--- src/hdl/bhpq_pkg.sv ---
// ----------------------------------------------------------------------------
// bhpq_pkg: shared definitions for the binary heap priority queue
// Sizes, heap entry and result layouts, the ranking rule and width helpers.
// ----------------------------------------------------------------------------
package bhpq_pkg;

	localparam int CAPACITY      = 1024;
	localparam int KEY_WIDTH     = 32;
	localparam int HANDLE_WIDTH  = 16;

	// Fixed widths of the key and handle fields on the ports.
	localparam int KEY_PORT_W    = 32;
	localparam int HANDLE_PORT_W = 16;

	// Entry count, heap position (holds 2*CAPACITY+1) and memory address.
	localparam int CNT_W  = $clog2(CAPACITY + 1);
	localparam int POS_W  = CNT_W + 1;
	localparam int ADDR_W = $clog2(CAPACITY);

	typedef enum logic {
		CMD_INSERT = 1'b0,
		CMD_POP    = 1'b1
	} cmd_t;

	typedef struct packed {
		logic [HANDLE_WIDTH-1:0] hnd;
		logic                    tie;
		logic [KEY_WIDTH-1:0]    key;
	} entry_t;

	localparam int ENTRY_W = $bits(entry_t);

	typedef struct packed {
		logic                     valid_res;
		logic                     full_res;
		logic [HANDLE_PORT_W-1:0] handle;
		logic [KEY_PORT_W-1:0]    out_key;
		logic                     out_tie;
	} result_t;

	typedef struct packed {
		logic               en;
		logic [ADDR_W-1:0]  addr;
		logic [ENTRY_W-1:0] data;
	} mem_wr_t;

	// X outranks Y on a larger key, or on an equal key when X carries the tie flag.
	function automatic logic outranks(entry_t x, entry_t y);
		return (x.key > y.key) || ((x.key == y.key) && x.tie);
	endfunction

	// Heap positions count from one; the memory is addressed from zero.
	function automatic logic [ADDR_W-1:0] pos_to_addr(logic [POS_W-1:0] pos);
		logic [POS_W-1:0] a;
		a = pos - POS_W'(1);
		return a[ADDR_W-1:0];
	endfunction

	function automatic logic [HANDLE_PORT_W-1:0] handle_out(logic [HANDLE_WIDTH-1:0] h);
		logic [HANDLE_WIDTH+HANDLE_PORT_W-1:0] w;
		w = {{HANDLE_PORT_W{1'b0}}, h};
		return w[HANDLE_PORT_W-1:0];
	endfunction

	function automatic logic [KEY_PORT_W-1:0] key_out(logic [KEY_WIDTH-1:0] k);
		logic [KEY_WIDTH+KEY_PORT_W-1:0] w;
		w = {{KEY_PORT_W{1'b0}}, k};
		return w[KEY_PORT_W-1:0];
	endfunction

	function automatic logic [KEY_WIDTH-1:0] key_in(logic [KEY_PORT_W-1:0] k);
		return k[KEY_WIDTH-1:0];
	endfunction

endpackage

--- src/hdl/bhpq_out.sv ---
// ----------------------------------------------------------------------------
// bhpq_out: result register
// Holds one finished result for the output channel so that the sequencer can
// return to idle while the result waits to be taken.
// ----------------------------------------------------------------------------
module bhpq_out (
	input  logic              clk,
	input  logic              arst_n,
	input  logic              push,
	input  bhpq_pkg::result_t res,
	output logic              rdy,
	output logic              m_axis_tvalid,
	input  logic              m_axis_tready,
	output logic [55:0]       m_axis_tdata,
	output logic [1:0]        m_axis_tuser
);

	logic              valid_q;
	bhpq_pkg::result_t res_q;

	assign rdy = !valid_q || m_axis_tready;

	always_ff @(posedge clk or negedge arst_n) begin
		if (!arst_n) begin
			valid_q <= 1'b0;
			res_q   <= '0;
		end else begin
			if (rdy) begin
				valid_q <= push;
				if (push) begin
					res_q <= res;
				end
			end
		end
	end

	assign m_axis_tvalid = valid_q;
	assign m_axis_tdata  = {7'b0, res_q.out_tie, res_q.out_key, res_q.handle};
	assign m_axis_tuser  = {res_q.full_res, res_q.valid_res};

endmodule

--- config.mk ---
export PLATFORM = sky130hd
export DESIGN_NAME = bhpq_out
export DESIGN_NICKNAME = d
export VERILOG_FILES = /design/src/hdl/bhpq_pkg.sv /design/src/hdl/bhpq_out.sv
export SDC_FILE = /design/constraint.sdc
export NUM_CORES = 1
export LEC_CHECK = 0
export BUFFER_PORTS_ARGS = -buffer_cell sky130_fd_sc_hd__buf_2
export CAP_MARGIN = 20
export CORE_ASPECT_RATIO = 1.1
export CORE_MARGIN = 4
export CORE_UTILIZATION = 48
export DETAILED_ROUTE_END_ITERATION = 12
export MAX_ROUTING_LAYER = met4
export PLACE_DENSITY = 0.8
export SLEW_MARGIN = 20
export SYNTH_ARGS = -nofsm -noshare
export SYNTH_HDL_FRONTEND = slang
export SYNTH_SLANG_ARGS = --single-unit
--- constraint.sdc ---
create_clock -name clk -period 2.1 [get_ports clk]
set_input_delay 0.42 -clock clk [delete_from_list [all_inputs] [get_ports clk]]
set_output_delay 0.42 -clock clk [all_outputs]
set_load 0.1 [all_outputs]
* After elaboration in Yosys (flattened, before gate mapping) *
Index checks and enable logic that the tools add are counted.

word-level totals
  register bits = 52
  input port bits = 55
  output and inout bits = 60
  logic and storage cells = 9

operators by class
  reductions and logical operators = 3

operators with widths
  cell                 count
  2-bit AND reduction  1
  1-bit logical NOT    1
  1-bit logical OR     1

* Depth between registers and ports, before layout *
  depth in word-level cells = 3
  depth in mapped cells = 4
  depth with buffers taken out = 3

* Worst setup path after synthesis *
No wires, ideal clock.

  path type = flip-flop to flip-flop
  start = register valid_q, in the netlist m_axis_tvalid
  end = register res_q, in the netlist m_axis_tdata[0]
  library setup time = 125 ps
  data arrival time = 2029 ps
  data required time = 1975 ps
  setup slack = -55 ps
  cell stages (with the launch flop) = 5
  path buffers = 1
  period minus slack after synthesis = 2155 ps
  cell sequence = dfrtp_1 -> nand2b_4 -> nand2_4 -> buf_6 -> mux2_4

between the ends
  word-level cells in the longest chain between the ends = 3

ends and longest elaborated chain
  item                           RTL line        source
  start: declaration             bhpq_out.sv:18  logic valid_q;
  start signal: assignment       bhpq_out.sv:29  valid_q <= push;
  1-bit logical NOT              bhpq_out.sv:21  assign rdy = !valid_q || m_axis_tready;
  1-bit logical OR               bhpq_out.sv:21
  named net rdy                  bhpq_out.sv:11  output logic rdy,
  2-bit AND reduction (no line)  --
  end signal: assignment         bhpq_out.sv:31  res_q <= res;
  end: declaration               bhpq_out.sv:19  bhpq_pkg::result_t res_q;

The timed path passes the listed nets, and every way through them passes these cells.
A chain may end at the register's enable or synchronous reset.

* Final worst setup path *
  start = register valid_q, in the netlist m_axis_tvalid
  end = output port rdy

between the ends
  word-level cells in the longest chain between the ends = 2

ends and longest elaborated chain
  item               RTL line
  1-bit logical NOT  bhpq_out.sv:21
  1-bit logical OR   bhpq_out.sv:21
  end: declaration   bhpq_out.sv:11

No other way between the ends.

==> metrics.md <==
| Metric | Value |
|---|---|
| Routed vias | `between 1000 and 1500` |
| Critical Path, Cell by Cell | `nand2b_4 -> buf_2` |
| Relative slew slack | `0.613` |
| Yosys warning count | `0` |
| Worst skew pair latency | `~300 ps` |
| Syn-to-layout area delta | `29.8%` |
| Max Clock Skew | `around 8.1 ps` |
| R2r endpoint | `m_axis_tdata[12]` |
| Tightest Hold Check Type | `primary input to asynchronous set/reset pin` |
| Longest Clk Path Bufs | `2` |
| Share of layout cells above drive strength 1 | `0.745` |
| Final Hold Viols | `0` |
| Power Density | `1220 nW/um2` |
| Routability cong. | `0.721` |
| WL per Instance | `about 15 um` |
| Final setup TNS | `0 ps` |
| Simple-gate share of the synthesized area | `0.0142` |
| Clock root buffer | `clkbuf_8` |
| Critical path buffer and inverter count | `1` |
| Peak VDD IR | `about 0.00066 V` |
| Top Ports | `115` |
| Synth area leaders | `dfrtp_1, mux2_4, buf_6, buf_4, nand2b_4` |
| Met1 Use GR | `0.184` |
| Unique masters post-synth | `9` |
| Final nets | `roughly 290` |
| M3 GR Usage | `0.0430` |
| PortBufs | `about 110` |
| GRT overflow | `0` |
| Largest stage delay, worst path | `430 ps` |
| FMAX | `0.602 GHz` |
| Outcome | `finished, final reports clean` |
| CTS Buf Count | `5` |
| Design Area, Final | `2870 um2` |
| DRT antenna net count | `0` |
| Reg2Reg Depth | `4` |
| Critical path's top delay family | `flip-flops` |
| Hold-fix buffers, CTS | `0` |
| Sequential-to-total area share from yosys stat | `0.590` |
| Via-per-instance ratio | `4.53` |
| CTS clk-pin slew, worst paths | `about 90 ps` |
| Post-placement cell area | `2770 um2` |
| Die Area | `around 5700 um2` |
| CP Launch Type | `flip-flop` |
| Compound-gate portion of the synthesized area | `0` |
| Post-Syn Area | `around 2200 um2` |
| Largest net degree at the start of global routing | `30` |
| GRT Total Usage | `0.160` |
| Crit path max fanout | `3` |
| Final min period | `1660 ps` |
| Post-cts sizing count | `0` |
| Cell taking the most area after synthesis | `dfrtp_1` |
| WP data required | `about 1700 ps` |
| Sinks on Clock Net | `52` |
| Initial antenna violation count | `0` |
| Met2 usage | `0.272` |
| Top-area cell type share of the netlist area | `0.590` |
| Largest family of logic cells by synthesized area | `multiplexers` |
| Crit path capture type | `primary output` |
| N_diodes | `0` |
| Fin crit share | `0.791` |
| Drt total wl | `4320 um` |
| Synth Area in Adders | `0` |
| Dpl hpwl | `~3300 um` |
| 1st-iter DRT viols | `slightly below 60` |
| Seq cells post-synth | `between 50 and 60` |
| Htree depth | `2` |
| Critical path class | `flip-flop to primary output` |
| Pleak | `around 1.6 nW` |
| Post-CTS Setup Repair Bufs | `0` |
| Core area | `4380 um2` |
| Mux cell area share after synthesis | `0.345` |
| R2R Setup Slk | `between 700 and 800 ps` |
| Max_cap viols | `0` |
| Synthesized area per cell | `between 15 and 20 um2` |
| Unrepaired setup endpoints after global routing | `no` |
| GRT busiest layer | `met2` |
| Worst reg2reg path startpoint | `m_axis_tvalid` |
| Slew @ Worst Pin | `around 580 ps` |
| Number of global-route vias before repair | `~1400` |
| First-pass DRT Iterations | `2` |
| Most frequent cells in the layout | `buf_2, dfrtp_1, mux2_4` |
| Global-route wire length before repair | `between 6000 and 7000 um` |
| Final slew viol count | `0` |
| # rows | `25` |
| Starting density of the core | `0.504` |
| Synthesized instance count | `around 120` |
| Die height | `between 70 and 80 um` |
| CTS tree | `done` |
| WP data arrival | `1240 ps` |
| Slowest cell on crit path | `dfrtp_2` |
| Synth Area in XOR/XNOR | `0` |
| Setup Viol. Count Final | `0` |
| Die width | `between 70 and 80 um` |
| DRC Markers | `0` |
| Most common cell after layout, fill and taps aside | `buf_2` |
[routing by layer]
| layer | share of wire | vias up | wire (um) |
|---|---|---|---|
| li1 | - | 615 | - |
| met1 | 0.37 | 612 | 1620 |
| met2 | 0.54 | 57 | 2320 |
| met3 | 0.074 | 7 | 321 |
| met4 | 0.012 | 0 | 53 |
| met5 | 0 | - | 0 |
[power breakdown]
group	internal [mW]	leakage (nW)	total, mW	switching [mW]
registers	1.15	0.607	1.23	0.0807
clock network	0.263	0.0510	0.565	0.302
logic	0.355	0.924	1.70	1.34
[synthesized netlist by cell type]
| cell type | n |
|---|---|
| dfrtp_1 | 52 |
| mux2_4 | 50 |
| buf_4 | 7 |
| buf_6 | 5 |
| conb_1 | 1 |
| mux2_2 | 1 |
| nand2_4 | 1 |
| nand2b_1 | 1 |
| nand2b_4 | 1 |
[logic make-up after synthesis]
logic type | count (synthesis)
flip-flops | 52
multiplexers | 51
buffers and inverters | 12
AND/OR/NAND/NOR | 3
other | 1
[sequential cells by signal, indices dropped and copies added (netlist names)]
signal,cells
m_axis_tdata,49
m_axis_tuser,2
m_axis_tvalid,1
[area by class of cell]
class,instances,area (um2)
Tap cell,54,67.6
Timing Repair Buffer,110,583
Sequential cell,52,1300
Clock inverter,2,10.0
Multi-Input combinational cell,61,820
Fill cell,349,1510
Clock buffer,6,82.6
[worst reg2reg max path, delay by kind of cell (launching register included)]
family,cells,cell delay (ps)
AND/OR/NAND/NOR,2,150
flip-flops,1,390
buffers and inverters,1,360
multiplexers,1,380
[metrics by stage]
stage               setup slack, ps  hold WS [ps]   util  power, mW  instances
floorplan                       295           124      -       2.68        125
global placement                512           445  0.633       2.93        277
detailed placement              490           453  0.633       2.95        277
CTS                             418           118  0.654       3.52        285
global route                    379           148  0.654       3.62        285
finish                          438           111  0.654       3.49        285
[worst max-delay path by stage]
| stage | from | slack (ps) | end | depth (start not counted) |
|---|---|---|---|---|
| floorplan | m_axis_tvalid | 290 | m_axis_tdata[0] | 4 |
| global placement | m_axis_tready | 510 | m_axis_tdata[12] | 5 |
| global route | m_axis_tvalid | 380 | rdy | 2 |
| CTS | m_axis_tvalid | 420 | rdy | 2 |
| detailed placement | m_axis_tready | 490 | m_axis_tdata[12] | 5 |
| finish | m_axis_tvalid | 440 | rdy | 2 |
Power figures use the tool's default switching activity.
