--- src/hdl/bhpq_pkg.sv ---
// ----------------------------------------------------------------------------
// bhpq_pkg: shared definitions for the binary heap priority queue
// Sizes, heap entry and result layouts, the ranking rule and width helpers.
// ----------------------------------------------------------------------------
package bhpq_pkg;

	localparam int CAPACITY      = 1024;
	localparam int KEY_WIDTH     = 32;
	localparam int HANDLE_WIDTH  = 16;

	// Fixed widths of the key and handle fields on the ports.
	localparam int KEY_PORT_W    = 32;
	localparam int HANDLE_PORT_W = 16;

	// Entry count, heap position (holds 2*CAPACITY+1) and memory address.
	localparam int CNT_W  = $clog2(CAPACITY + 1);
	localparam int POS_W  = CNT_W + 1;
	localparam int ADDR_W = $clog2(CAPACITY);

	typedef enum logic {
		CMD_INSERT = 1'b0,
		CMD_POP    = 1'b1
	} cmd_t;

	typedef struct packed {
		logic [HANDLE_WIDTH-1:0] hnd;
		logic                    tie;
		logic [KEY_WIDTH-1:0]    key;
	} entry_t;

	localparam int ENTRY_W = $bits(entry_t);

	typedef struct packed {
		logic                     valid_res;
		logic                     full_res;
		logic [HANDLE_PORT_W-1:0] handle;
		logic [KEY_PORT_W-1:0]    out_key;
		logic                     out_tie;
	} result_t;

	typedef struct packed {
		logic               en;
		logic [ADDR_W-1:0]  addr;
		logic [ENTRY_W-1:0] data;
	} mem_wr_t;

	// X outranks Y on a larger key, or on an equal key when X carries the tie flag.
	function automatic logic outranks(entry_t x, entry_t y);
		return (x.key > y.key) || ((x.key == y.key) && x.tie);
	endfunction

	// Heap positions count from one; the memory is addressed from zero.
	function automatic logic [ADDR_W-1:0] pos_to_addr(logic [POS_W-1:0] pos);
		logic [POS_W-1:0] a;
		a = pos - POS_W'(1);
		return a[ADDR_W-1:0];
	endfunction

	function automatic logic [HANDLE_PORT_W-1:0] handle_out(logic [HANDLE_WIDTH-1:0] h);
		logic [HANDLE_WIDTH+HANDLE_PORT_W-1:0] w;
		w = {{HANDLE_PORT_W{1'b0}}, h};
		return w[HANDLE_PORT_W-1:0];
	endfunction

	function automatic logic [KEY_PORT_W-1:0] key_out(logic [KEY_WIDTH-1:0] k);
		logic [KEY_WIDTH+KEY_PORT_W-1:0] w;
		w = {{KEY_PORT_W{1'b0}}, k};
		return w[KEY_PORT_W-1:0];
	endfunction

	function automatic logic [KEY_WIDTH-1:0] key_in(logic [KEY_PORT_W-1:0] k);
		return k[KEY_WIDTH-1:0];
	endfunction

endpackage

--- src/hdl/bhpq_ctrl.sv ---
// ----------------------------------------------------------------------------
// bhpq_ctrl: heap sequencer
// Walks the heap in the slot memory for sift-up on insert and sift-down on pop.
// ----------------------------------------------------------------------------
module bhpq_ctrl (
	input  logic                                clk,
	input  logic                                arst_n,
	input  logic                                in_valid,
	output logic                                in_ready,
	input  logic                                in_cmd,
	input  logic [bhpq_pkg::KEY_PORT_W-1:0]     in_key,
	input  logic                                in_tie,
	input  bhpq_pkg::entry_t                    rd_a,
	input  bhpq_pkg::entry_t                    rd_b,
	output logic [bhpq_pkg::ADDR_W-1:0]         rd_a_addr,
	output logic [bhpq_pkg::ADDR_W-1:0]         rd_b_addr,
	output bhpq_pkg::mem_wr_t                   wr,
	output logic                                push,
	output bhpq_pkg::result_t                   res,
	input  logic                                out_rdy
);

	typedef enum logic [3:0] {
		ST_IDLE,
		ST_UP_RD,
		ST_UP_CMP,
		ST_POP_RD,
		ST_POP_LD,
		ST_DN_RD,
		ST_DN_CMP,
		ST_FIN,
		ST_RES
	} state_t;

	state_t                              state_q;
	logic [bhpq_pkg::CNT_W-1:0]          count_q;
	logic [bhpq_pkg::HANDLE_WIDTH-1:0]   nhnd_q;
	logic [bhpq_pkg::POS_W-1:0]          pos_q;
	logic [bhpq_pkg::POS_W-1:0]          jpos_q;
	bhpq_pkg::entry_t                    item_q;
	bhpq_pkg::entry_t                    top_q;
	bhpq_pkg::entry_t                    last_q;
	bhpq_pkg::result_t                   res_q;

	logic [bhpq_pkg::POS_W-1:0]          n_pos;
	logic [bhpq_pkg::POS_W-1:0]          l_pos;
	logic [bhpq_pkg::POS_W-1:0]          r_pos;
	logic [bhpq_pkg::POS_W-1:0]          j_pos;
	logic                                pick_r;
	logic                                j_wins;
	logic                                up_move;
	bhpq_pkg::entry_t                    j_ent;

	assign in_ready = (state_q == ST_IDLE);
	assign push     = (state_q == ST_RES);
	assign res      = res_q;

	always_comb begin
		n_pos   = {1'b0, count_q};
		l_pos   = pos_q << 1;
		r_pos   = l_pos + bhpq_pkg::POS_W'(1);
		// The right child counts only if it lies within the heap.
		pick_r  = (r_pos <= n_pos) && !bhpq_pkg::outranks(rd_a, rd_b);
		j_pos   = pick_r ? r_pos : l_pos;
		j_ent   = pick_r ? rd_b : rd_a;
		j_wins  = pick_r ? bhpq_pkg::outranks(rd_b, last_q)
		                 : bhpq_pkg::outranks(rd_a, last_q);
		up_move = bhpq_pkg::outranks(item_q, rd_a);

		rd_a_addr = bhpq_pkg::pos_to_addr(pos_q >> 1);
		rd_b_addr = bhpq_pkg::pos_to_addr(n_pos);
		wr.en     = 1'b0;
		wr.addr   = bhpq_pkg::pos_to_addr(pos_q);
		wr.data   = item_q;

		case (state_q)
			ST_UP_RD: begin
				wr.en = (pos_q == bhpq_pkg::POS_W'(1));
			end
			ST_UP_CMP: begin
				wr.en   = 1'b1;
				wr.data = up_move ? rd_a : item_q;
			end
			ST_POP_RD: begin
				rd_a_addr = bhpq_pkg::pos_to_addr(bhpq_pkg::POS_W'(1));
			end
			ST_DN_RD: begin
				rd_a_addr = bhpq_pkg::pos_to_addr(l_pos);
				rd_b_addr = bhpq_pkg::pos_to_addr(r_pos);
			end
			ST_DN_CMP: begin
				wr.en   = 1'b1;
				wr.data = j_ent;
			end
			ST_FIN: begin
				wr.en   = 1'b1;
				wr.addr = bhpq_pkg::pos_to_addr(jpos_q >> 1);
				wr.data = last_q;
			end
			default: begin
			end
		endcase
	end

	always_ff @(posedge clk or negedge arst_n) begin
		if (!arst_n) begin
			state_q <= ST_IDLE;
			count_q <= '0;
			nhnd_q  <= bhpq_pkg::HANDLE_WIDTH'(1);
			pos_q   <= '0;
			jpos_q  <= '0;
			item_q  <= '0;
			top_q   <= '0;
			last_q  <= '0;
			res_q   <= '0;
		end else begin
			case (state_q)
				ST_IDLE: begin
					if (in_valid) begin
						if (in_cmd == bhpq_pkg::CMD_POP) begin
							res_q   <= '0;
							state_q <= (count_q == '0) ? ST_RES : ST_POP_RD;
						end else if (count_q >= bhpq_pkg::CNT_W'(bhpq_pkg::CAPACITY)) begin
							res_q.valid_res <= 1'b0;
							res_q.full_res  <= 1'b1;
							res_q.handle    <= '0;
							res_q.out_key   <= '0;
							res_q.out_tie   <= 1'b0;
							state_q         <= ST_RES;
						end else begin
							res_q      <= '0;
							item_q.key <= bhpq_pkg::key_in(in_key);
							item_q.tie <= in_tie;
							item_q.hnd <= nhnd_q;
							pos_q      <= n_pos + bhpq_pkg::POS_W'(1);
							state_q    <= ST_UP_RD;
						end
					end
				end
				ST_UP_RD: begin
					if (pos_q == bhpq_pkg::POS_W'(1)) begin
						count_q         <= count_q + bhpq_pkg::CNT_W'(1);
						nhnd_q          <= nhnd_q + bhpq_pkg::HANDLE_WIDTH'(1);
						res_q.valid_res <= 1'b1;
						res_q.handle    <= bhpq_pkg::handle_out(item_q.hnd);
						state_q         <= ST_RES;
					end else begin
						state_q <= ST_UP_CMP;
					end
				end
				ST_UP_CMP: begin
					if (up_move) begin
						pos_q   <= pos_q >> 1;
						state_q <= ST_UP_RD;
					end else begin
						count_q         <= count_q + bhpq_pkg::CNT_W'(1);
						nhnd_q          <= nhnd_q + bhpq_pkg::HANDLE_WIDTH'(1);
						res_q.valid_res <= 1'b1;
						res_q.handle    <= bhpq_pkg::handle_out(item_q.hnd);
						state_q         <= ST_RES;
					end
				end
				ST_POP_RD: begin
					state_q <= ST_POP_LD;
				end
				ST_POP_LD: begin
					top_q   <= rd_a;
					last_q  <= rd_b;
					pos_q   <= bhpq_pkg::POS_W'(1);
					jpos_q  <= bhpq_pkg::POS_W'(2);
					state_q <= bhpq_pkg::outranks(rd_a, rd_b) ? ST_DN_RD : ST_FIN;
				end
				ST_DN_RD: begin
					if (l_pos > n_pos) begin
						// No child: the last entry lands at the current position.
						jpos_q  <= l_pos;
						state_q <= ST_FIN;
					end else begin
						state_q <= ST_DN_CMP;
					end
				end
				ST_DN_CMP: begin
					pos_q   <= j_pos;
					jpos_q  <= j_pos;
					state_q <= j_wins ? ST_DN_RD : ST_FIN;
				end
				ST_FIN: begin
					count_q         <= count_q - bhpq_pkg::CNT_W'(1);
					res_q.valid_res <= 1'b1;
					res_q.handle    <= bhpq_pkg::handle_out(top_q.hnd);
					res_q.out_key   <= bhpq_pkg::key_out(top_q.key);
					res_q.out_tie   <= top_q.tie;
					state_q         <= ST_RES;
				end
				ST_RES: begin
					if (out_rdy) begin
						state_q <= ST_IDLE;
					end
				end
				default: begin
					state_q <= ST_IDLE;
				end
			endcase
		end
	end

endmodule

--- config.mk ---
export PLATFORM = sky130hd
export DESIGN_NAME = bhpq_ctrl
export DESIGN_NICKNAME = d
export VERILOG_FILES = /design/src/hdl/bhpq_pkg.sv /design/src/hdl/bhpq_ctrl.sv
export SDC_FILE = /design/constraint.sdc
export NUM_CORES = 1
export LEC_CHECK = 0
export BUFFER_PORTS_ARGS = -buffer_cell sky130_fd_sc_hd__buf_2
export CAP_MARGIN = 30
export CORE_MARGIN = 2
export CORE_UTILIZATION = 43
export CTS_CLUSTER_SIZE = 14
export DETAILED_ROUTE_END_ITERATION = 6
export PLACE_DENSITY_LB_ADDON = 0.15
export SETUP_SLACK_MARGIN = 0.1
export SLEW_MARGIN = 20
export SYNTH_ARGS = -nofsm -noshare
export SYNTH_HDL_FRONTEND = slang
export SYNTH_SLANG_ARGS = --single-unit
--- constraint.sdc ---
create_clock -name clk -period 4.02 [get_ports clk]
set_input_delay 0 -clock clk [delete_from_list [all_inputs] [get_ports clk]]
set_output_delay 0 -clock clk [all_outputs]
set_load 0.02 [all_outputs]
# --- Word-level counts from Yosys, hierarchy flattened ---
# Index checks and enable logic that the tools add are counted.
classes:
  add_sub_neg: 11
  magnitude_cmp: 7
  n_eq_ne: 21
  muxes: 43
  bitwise: 2
  reduce_logical: 28
op_table:
  columns: ["cell", "count"]
  rows:
  - ["case mux 49 bit (3 select lines)", 1]
  - ["equality test 32 bit", 4]
  - ["> comparator 32 bit", 4]
  - ["2-to-1 mux 50 bit", 2]
  - ["2-to-1 mux 49 bit", 2]
  - ["case mux 11 bit (3 select lines)", 2]
  - ["case mux 33 bit (2 select lines)", 1]
  - ["2-to-1 mux 16 bit", 4]
  - ["case mux 16 bit (4 select lines)", 1]
  - ["2-to-1 mux 12 bit", 5]
  - ["subtractor 10 x 1 -> 10 bit (second input constant)", 6]
  - ["2-to-1 mux 51 bit", 1]
  - ["case mux 12 bit (4 select lines)", 1]
  - ["case mux 4 bit (9 select lines)", 1]
  - ["2-to-1 mux 11 bit", 3]
  - ["case mux 16 bit (2 select lines)", 1]
  - ["2-to-1 mux 4 bit", 7]
  - ["2-to-1 mux 10 bit", 2]
  - ["case mux 10 bit (2 select lines)", 1]
  - ["adder 16 x 1 -> 16 bit (second input constant)", 1]
  - ["equality test 4 x 3 -> 1 bit (second input constant)", 4]
  - ["!= test 2 bit (second input constant)", 7]
  - ["adder 11 x 1 -> 12 bit (second input constant)", 1]
  - ["adder 12 x 1 -> 12 bit (second input constant)", 1]
  - ["other kinds (28)", 49]
totals:
  reg_bits: 252
  in_bits: 136
  output_inout_bits: 133

# --- Longest topological paths before layout ---
# Gate-level depths: netlist of the first run.
logic_depth:
  word_depth: 8
  depth_mapped: 16
  mapped_depth_nobuf: 12

# --- Least setup slack after synthesis of the first run ---
# No wires, ideal clock.
synth_timing:
  path_kind: "register to register"
  startpoint: "register state_q[2]"
  endpoint: "register count_q[9] (netlist bit)"
  setup_time_ns: 0.133
  t_arrival_ns: 3.891
  t_required_ns: 3.887
  path_slack_ns: -0.004
  path_stages_with_launch: 17
  path_cell_list: "dfrtp_1 -> clkbuf_1 -> nor2b_1 -> nand3_1 -> clkinv_1 -> clkbuf_1 -> buf_2 -> clkbuf_1 -> ha_1 -> a21o_1 -> a21oi_1 -> o21bai_1 -> a2111o_1 -> a31o_2 -> a21oi_1 -> xor2_1 -> o21ai_0"
synth_between:
  elab_chain_cells: 3
  word_cells_on_any_way: 8
  cone_classes: "eq/ne: 5; mux: 1; reduce/logical: 2"
synth_lines:
  columns: ["item", "line_no", "rtl"]
  rows:
  - ["from (decl)", "bhpq_ctrl.sv:35", "state_t state_q;"]
  - ["from (signal assigned)", "bhpq_ctrl.sv:122", "state_q <= (count_q == '0) ? ST_RES : ST_POP_RD;"]
  - ["from (signal assigned)", "bhpq_ctrl.sv:171", "state_q <= bhpq_pkg::outranks(rd_a, rd_b) ? ST_DN_RD : ST_FIN;"]
  - ["from (signal assigned)", "bhpq_ctrl.sv:185", "state_q <= j_wins ? ST_DN_RD : ST_FIN;"]
  - ["equality test 4 x 1 -> 1 bit (tied with other cells)", "bhpq_ctrl.sv:117", "case (state_q)"]
  - ["!= test 2 bit (no source line) / nonzero test 3 bit (equally long branches)", null, null]
  - ["AND reduction 3 bit (no source line)", null, null]
  - ["to (signal assigned)", "bhpq_ctrl.sv:142", "count_q <= count_q + bhpq_pkg::CNT_W'(1);"]
  - ["to (signal assigned)", "bhpq_ctrl.sv:156", "count_q <= count_q + bhpq_pkg::CNT_W'(1);"]
  - ["to (signal assigned)", "bhpq_ctrl.sv:188", "count_q <= count_q - bhpq_pkg::CNT_W'(1);"]
  - ["to (decl)", "bhpq_ctrl.sv:36", "logic [bhpq_pkg::CNT_W-1:0] count_q;"]
# Parallel ways exist; a longest one is shown, timed or not.
# A chain may end at the register's enable or synchronous reset.

==> results.sh, run 1 <==
export IMPL_maxSlewViolCount=0
export IMPL_slowest_stage="dfrtp_1"
export IMPL_timing_fmax_ghz=0.262
export IMPL_cp_num_buf_inv=7
export IMPL_clkTransAtPathRegs_ns=0.06
export IMPL_final_nets=2257
export IMPL_critPathLaunchType="flip-flop"
export IMPL_grt_overflow=0
export IMPL_grt_max_degree=131
export IMPL_cp_slowest_stage_delay_ns=0.45
export IMPL_post_place_cells=2256
export IMPL_cpMostUsedCell="buf_4"
export IMPL_cp_required_ns=4.02
export IMPL_grt_use_total=0.256
export IMPL_io_buffer_count=268
export IMPL_rsz0062_at_grt="true"
export IMPL_clock_skew_ns=0.0204
export IMPL_worstPathCellList="ha_4 > nand4_1 > nor4_2 > buf_4 > nand4_1 > buf_4 > nor4_4 > buf_4 > buf_4 > nor3_1 > o211ai_1 > buf_4 > buf_12 > a221o_1 > buf_2"
export IMPL_synthArstFlopShare=1.00
export IMPL_start_util=0.433
export IMPL_drtAntennaViolNets=0
export IMPL_io_pins=269
export IMPL_synth_edff_count=0
export IMPL_antenna_found_initial=1
export IMPL_place_congestion=0.885
export IMPL_finalNonFillerCells=2455
export IMPL_std_cell_rows=70
export IMPL_p_per_area_nw_per_um2=617
export IMPL_cts_tree="done"
export IMPL_cts_root_buf="clkbuf_16"
export IMPL_hold_viol_final=0
export IMPL_met1_length_mm=22.9
export IMPL_path_class="flip-flop to output port"
export IMPL_violations="DRC"
export IMPL_drtIter0Drc=885
export IMPL_wl_met3_mm=2.62
export IMPL_vias=13900
export IMPL_clk_path_buf_depth=3
export IMPL_fin_crit_ns=3.82
export IMPL_setup_viol=0
export IMPL_dieArea_um2=38200
export IMPL_crit_fanout=12
export IMPL_die_h_um=195
export IMPL_firstDrtPassIters=7
export IMPL_synth_cell_area_um2=15700
export IMPL_grt_pass1_wl_mm=77.6
export IMPL_ir_drop_uv=414
export IMPL_status="finished, violations left"
export IMPL_insertion_delay_ns=0.57
export IMPL_max_slew_margin=0.382
export IMPL_tns_ns=0
export IMPL_dp_hpwl_mm=34.6
export IMPL_htreeDepth=1
export IMPL_max_cap_violations=0
export IMPL_worst_pin_slew_ns=0.926
export IMPL_syn_inst=1568
export IMPL_fin_crit_sh=0.949
export IMPL_avgSynthCellArea_um2=10.0
export IMPL_ys_types=66
export IMPL_clock_sinks=251
export IMPL_ys_warn_count=0
export IMPL_synth_top_flop_cell="dfrtp_1"
export IMPL_dr_wl_met2_mm=23.2
export IMPL_p_leak_uw=0.00996
export IMPL_first_global_vias=13900
export IMPL_avgRoutedWirePerCell_um=20.3
export IMPL_drt_wl_total_mm=49.9
export IMPL_hold_path_class="input port to async pin"
export IMPL_cts_buffers=29
export IMPL_crit_path_end_kind="output port"
export IMPL_ys_seq_elements=251
export IMPL_ys_seq_area_frac=0.399
export IMPL_drive_gt1_frac=0.256
export IMPL_synth_nets=1861
export IMPL_area_delta_synth_final_pct=28.1
export IMPL_maxUsedRoutingLayer="met4"
export IMPL_die_width_um=195
export IMPL_drc_errors=4
export IMPL_cp_arrival_ns=3.82
export IMPL_vias_per_cell=5.65
export IMPL_crit_family="buffers and inverters"
export IMPL_core_um2=36300
[area by class of cell]
cell class | instances | area, µm²
fill | 3210 | 16200
multi-input combinational | 1102 | 8730
sequential | 251 | 6280
timing repair buffer | 449 | 3110
clock buffer | 37 | 796
tap | 468 | 586
inverter | 131 | 494
clock inverter | 16 | 153
antenna | 1 | 2.50
[logic make-up (layout without fill, tap and decap cells)]
logic type / Yosys count / count (layout) / share of synthesized area
other cells: 0 / 1 / 0
mux: 140 / 140 / 0.0986
compound gates: 408 / 408 / 0.186
flops: 251 / 251 / 0.399
xor+xnor: 67 / 67 / 0.0373
fa+ha+maj: 157 / 157 / 0.125
simple gates: 329 / 330 / 0.101
buf+inv: 216 / 633 / 0.0533
[Yosys cell counts (25+ instances only)]
cell / count / area (µm²)
clkbuf_1: 70 / 263
xnor2_1: 52 / 455
a221o_1: 51 / 510
ha_1: 156 / 1950
nand2_1: 137 / 514
a22o_1: 84 / 736
o21ai_0: 112 / 561
nor2_1: 42 / 158
mux2_2: 120 / 1350
inv_1: 130 / 488
a21oi_1: 55 / 275
nand3_1: 25 / 125
nand4_1: 34 / 213
nor3_1: 30 / 150
dfrtp_1: 250 / 6260
[layer usage]
metal / vias up / track usage
li1: 6561 / -
met1: 6814 / 0.357
met2: 414 / 0.418
met3: 80 / 0.0363
met4: 0 / 0.0704
met5: - / 0
[final timing paths]
| kind | start | endpoint | slack [ns] | depth (start not counted) |
|---|---|---|---|---|
| min in group clk | in_key[0] | item_q[0] | 0.20 | 3 |
| hold / removal | arst_n | res[23] | 0.08 | 2 |
| max in group asynchronous | arst_n | res[2] | 2.90 | 3 |
| setup reg to reg | item_q[31] | pos_q[5] | 0.58 | 13 |
| hold reg to reg | nhnd_q[15] | nhnd_q[15] | 0.47 | 1 |
| setup / recovery | item_q[31] | wr[12] | 0.20 | 15 |
[per-stage QoR]
step	setup slack [ns]	util	power (µW)	hold slack [ns]	instance area, µm²
3_3_place_gp	0.0841	0.487	9480	0.132	17700
5_1_grt	0.0170	0.555	13300	0.172	20200
6_report	0.205	0.555	12400	0.0829	20200
3_5_place_dp	0.106	0.487	9600	0.136	17700
4_1_cts	0.106	0.552	12400	0.136	20000
2_1_floorplan	0.217	-	7750	-0.296	15700
[power by group]
part | switching (µW) | internal, µW
logic | 3430 | 2470
registers | 603 | 3290
clock network | 1120 | 1530
[flip-flops by register name, summed over array words and instances (netlist names)]
name	cells
top_q	49
count_q	11
pos_q	12
last_q	49
res	51
item_q	49
state_q	4
nhnd_q	16
jpos_q	10
[cell usage in the layout, fill, tap and decap left out, drive strengths merged, types with 15 or more instances in the layout]
cell	n
nor3	31
nand4	34
buf	311
xor2	15
nand2	138
mux2	120
a22oi	20
dfrtp	250
a221o	51
o21ai	112
mux2i	20
inv	133
a21o	20
a21oi	55
nand3	25
and3	16
dlygate4sd3	137
xnor2	52
nor2	42
a22o	84
clkbuf	38
ha	156
[timing repair]
item | in CTS | in global routing
buffers inserted | 1 | 5
setup endpoints to repair | 49 | 49
cloned | 0 | 2
pin swaps | 1 | 4
hold buffers | 137 | 0
gates resized for setup | 6 | 15
endpoints found under the hold margin | 244 | 0
Power figures use the tool's default switching activity.
==> inputs of run 2 (changes only) <==
- CORE_UTILIZATION: 43 -> 35
==> run 2 against run 1 <==
The run now ends clean. Largest cell class unchanged. Combinational power rose by 2%. Setup slack improved by 0.019 ns. Hold slack got worse by 0.036 ns. Non-clock buffer count rose by 18. Register-to-register slack improved by 0.03 ns. Sequential cell count did not move. Sequential share of layout area fell by 0.67 points.
==> results.sh, run 2 (synthesis results as in run 1) <==
export IMPL_die_width_um=216
export IMPL_grt_pass1_wl_mm=81.6
export IMPL_max_slew_margin=0.332
export IMPL_hold_viol_final=0
export IMPL_cts_buffers=30
export IMPL_drtIter0Drc=783
export IMPL_clock_sinks=251
export IMPL_final_nets=2276
export IMPL_dieArea_um2=46700
export IMPL_crit_fanout=33
export IMPL_clk_path_buf_depth=3
export IMPL_maxSlewViolCount=0
export IMPL_hold_path_class="input port to async pin"
export IMPL_status="finished clean"
export IMPL_fin_crit_sh=0.944
export IMPL_area_delta_synth_final_pct=30.9
export IMPL_io_pins=269
export IMPL_fin_util=0.465
export IMPL_post_place_cells=2394
export IMPL_worst_pin_slew_ns=1.00
export IMPL_p_leak_uw=0.0101
export IMPL_io_buffer_count=268
export IMPL_cts_root_buf="clkbuf_16"
export IMPL_std_cell_rows=77
export IMPL_firstDrtPassIters=5
export IMPL_grt_overflow=0
export IMPL_clock_skew_ns=0.0158
export IMPL_path_class="flip-flop to output port"
export IMPL_antenna_found_initial=1
export IMPL_drtAntennaViolNets=0
export IMPL_avgRoutedWirePerCell_um=20.1
export IMPL_cts_tree="done"
export IMPL_ff2ff_setup_slack_ns=0.61
export IMPL_cp_required_ns=4.02
export IMPL_max_cap_violations=0
export IMPL_crit_path_end_kind="output port"
export IMPL_largest_register_ffs=51
export IMPL_drive_gt1_frac=0.264
export IMPL_ir_drop_uv=668
export IMPL_layout_common_cells="266 x buf_2, 247 x dfrtp_1, 154 x ha_1"
export IMPL_clkTransAtPathRegs_ns=0.06
export IMPL_drc_errors=0
export IMPL_final_common_cell="buf_2"
export IMPL_setup_viol=0
export IMPL_dp_hpwl_mm=37.0
export IMPL_critPathLaunchType="flip-flop"
export IMPL_grt_max_degree=114
export IMPL_rsz0062_at_grt="true"
export IMPL_htreeDepth=1
export IMPL_first_global_vias=14000
export IMPL_fillers=4306
export IMPL_start_util=0.355
export IMPL_grt_use_total=0.220
export IMPL_finalNonFillerCells=2600
export IMPL_p_per_area_nw_per_um2=627
export IMPL_timing_fmax_ghz=0.263
export IMPL_tns_ns=0
export IMPL_vias_per_cell=5.31
export IMPL_cp_arrival_ns=3.80
export IMPL_insertion_delay_ns=0.57
export IMPL_place_congestion=0.870
export IMPL_drt_wl_total_mm=52.1
export IMPL_fin_crit_ns=3.80
export IMPL_vias=13800
export IMPL_die_h_um=216
export IMPL_core_um2=44300
==> run 2: cell type report <==
class	instances	area, µm²	share of cell area
antenna	1	2.50	0.000121
clock inverter	13	203	0.00983
multi-input combinational	1102	8730	0.424
inverter	131	494	0.0240
timing repair buffer	467	3260	0.158
tap	592	741	0.0359
sequential	251	6290	0.305
clock buffer	43	891	0.0432
==> run 2: where the power goes <==
group / internal [µW] / switching, µW / leakage, µW
logic: 2520 / 3510 / 0.00631
clock network: 1860 / 1150 / 0.000533
registers: 3290 / 587 / 0.00329
total: 7660 / 5250 / 0.0101
==> run 2: path summary, 6_finish.rpt <==
path | start | end | depth (start not counted)
max reg2reg | item_q[29] | nhnd_q[10] | 13
min | arst_n | res[29] | 2
min reg2reg | res[38] | res[38] | 2
max | item_q[29] | wr[30] | 13
min in group clk | in_key[23] | item_q[23] | 3
max in group asynchronous | arst_n | state_q[0] | 3
==> run 2: what timing repair did <==
action	CTS	global route
cloned	0	1
setup buffers	3	8
pin swaps	2	5
setup endpoints to repair	49	50
hold endpoints to repair	245	0
hold buffers	137	0
resized for setup	4	13
==> run 2: worst max-delay path, stage by stage (launching register included) <==
cell and delay (ns):
dfrtp_1 0.42, ha_4 0.29, nand4_1 0.13, nor4_2 0.32, buf_4 0.20, nand4_1 0.11, buf_6 0.17, nor4_4 0.28
buf_4 0.19, nor3_1 0.06, a21o_2 0.23, buf_12 0.19, a221o_1 0.43, buf_4 0.19
==> run 2: routing by layer <==
metal / GRT usage / share of wire / vias to the layer above
li1: - / - / 6570
met1: 0.309 / 0.47 / 6810
met2: 0.353 / 0.46 / 363
met3: 0.0338 / 0.054 / 66
met4: 0.0580 / 0.021 / 0
met5: 0 / 0 / -
==> run 2: through the flow <==
stage                     setup slack, ns  hold slack [ns]  total power, µW  area (µm²)
after floorplan                     0.217           -0.296             7750       15700
after global placement              0.434            0.139             9680       18000
after detailed placement            0.419            0.169             9760       18000
after CTS                           0.117            0.128            13000       20500
after global routing               0.0901            0.128            13800       20600
final                               0.224           0.0465            12900       20600
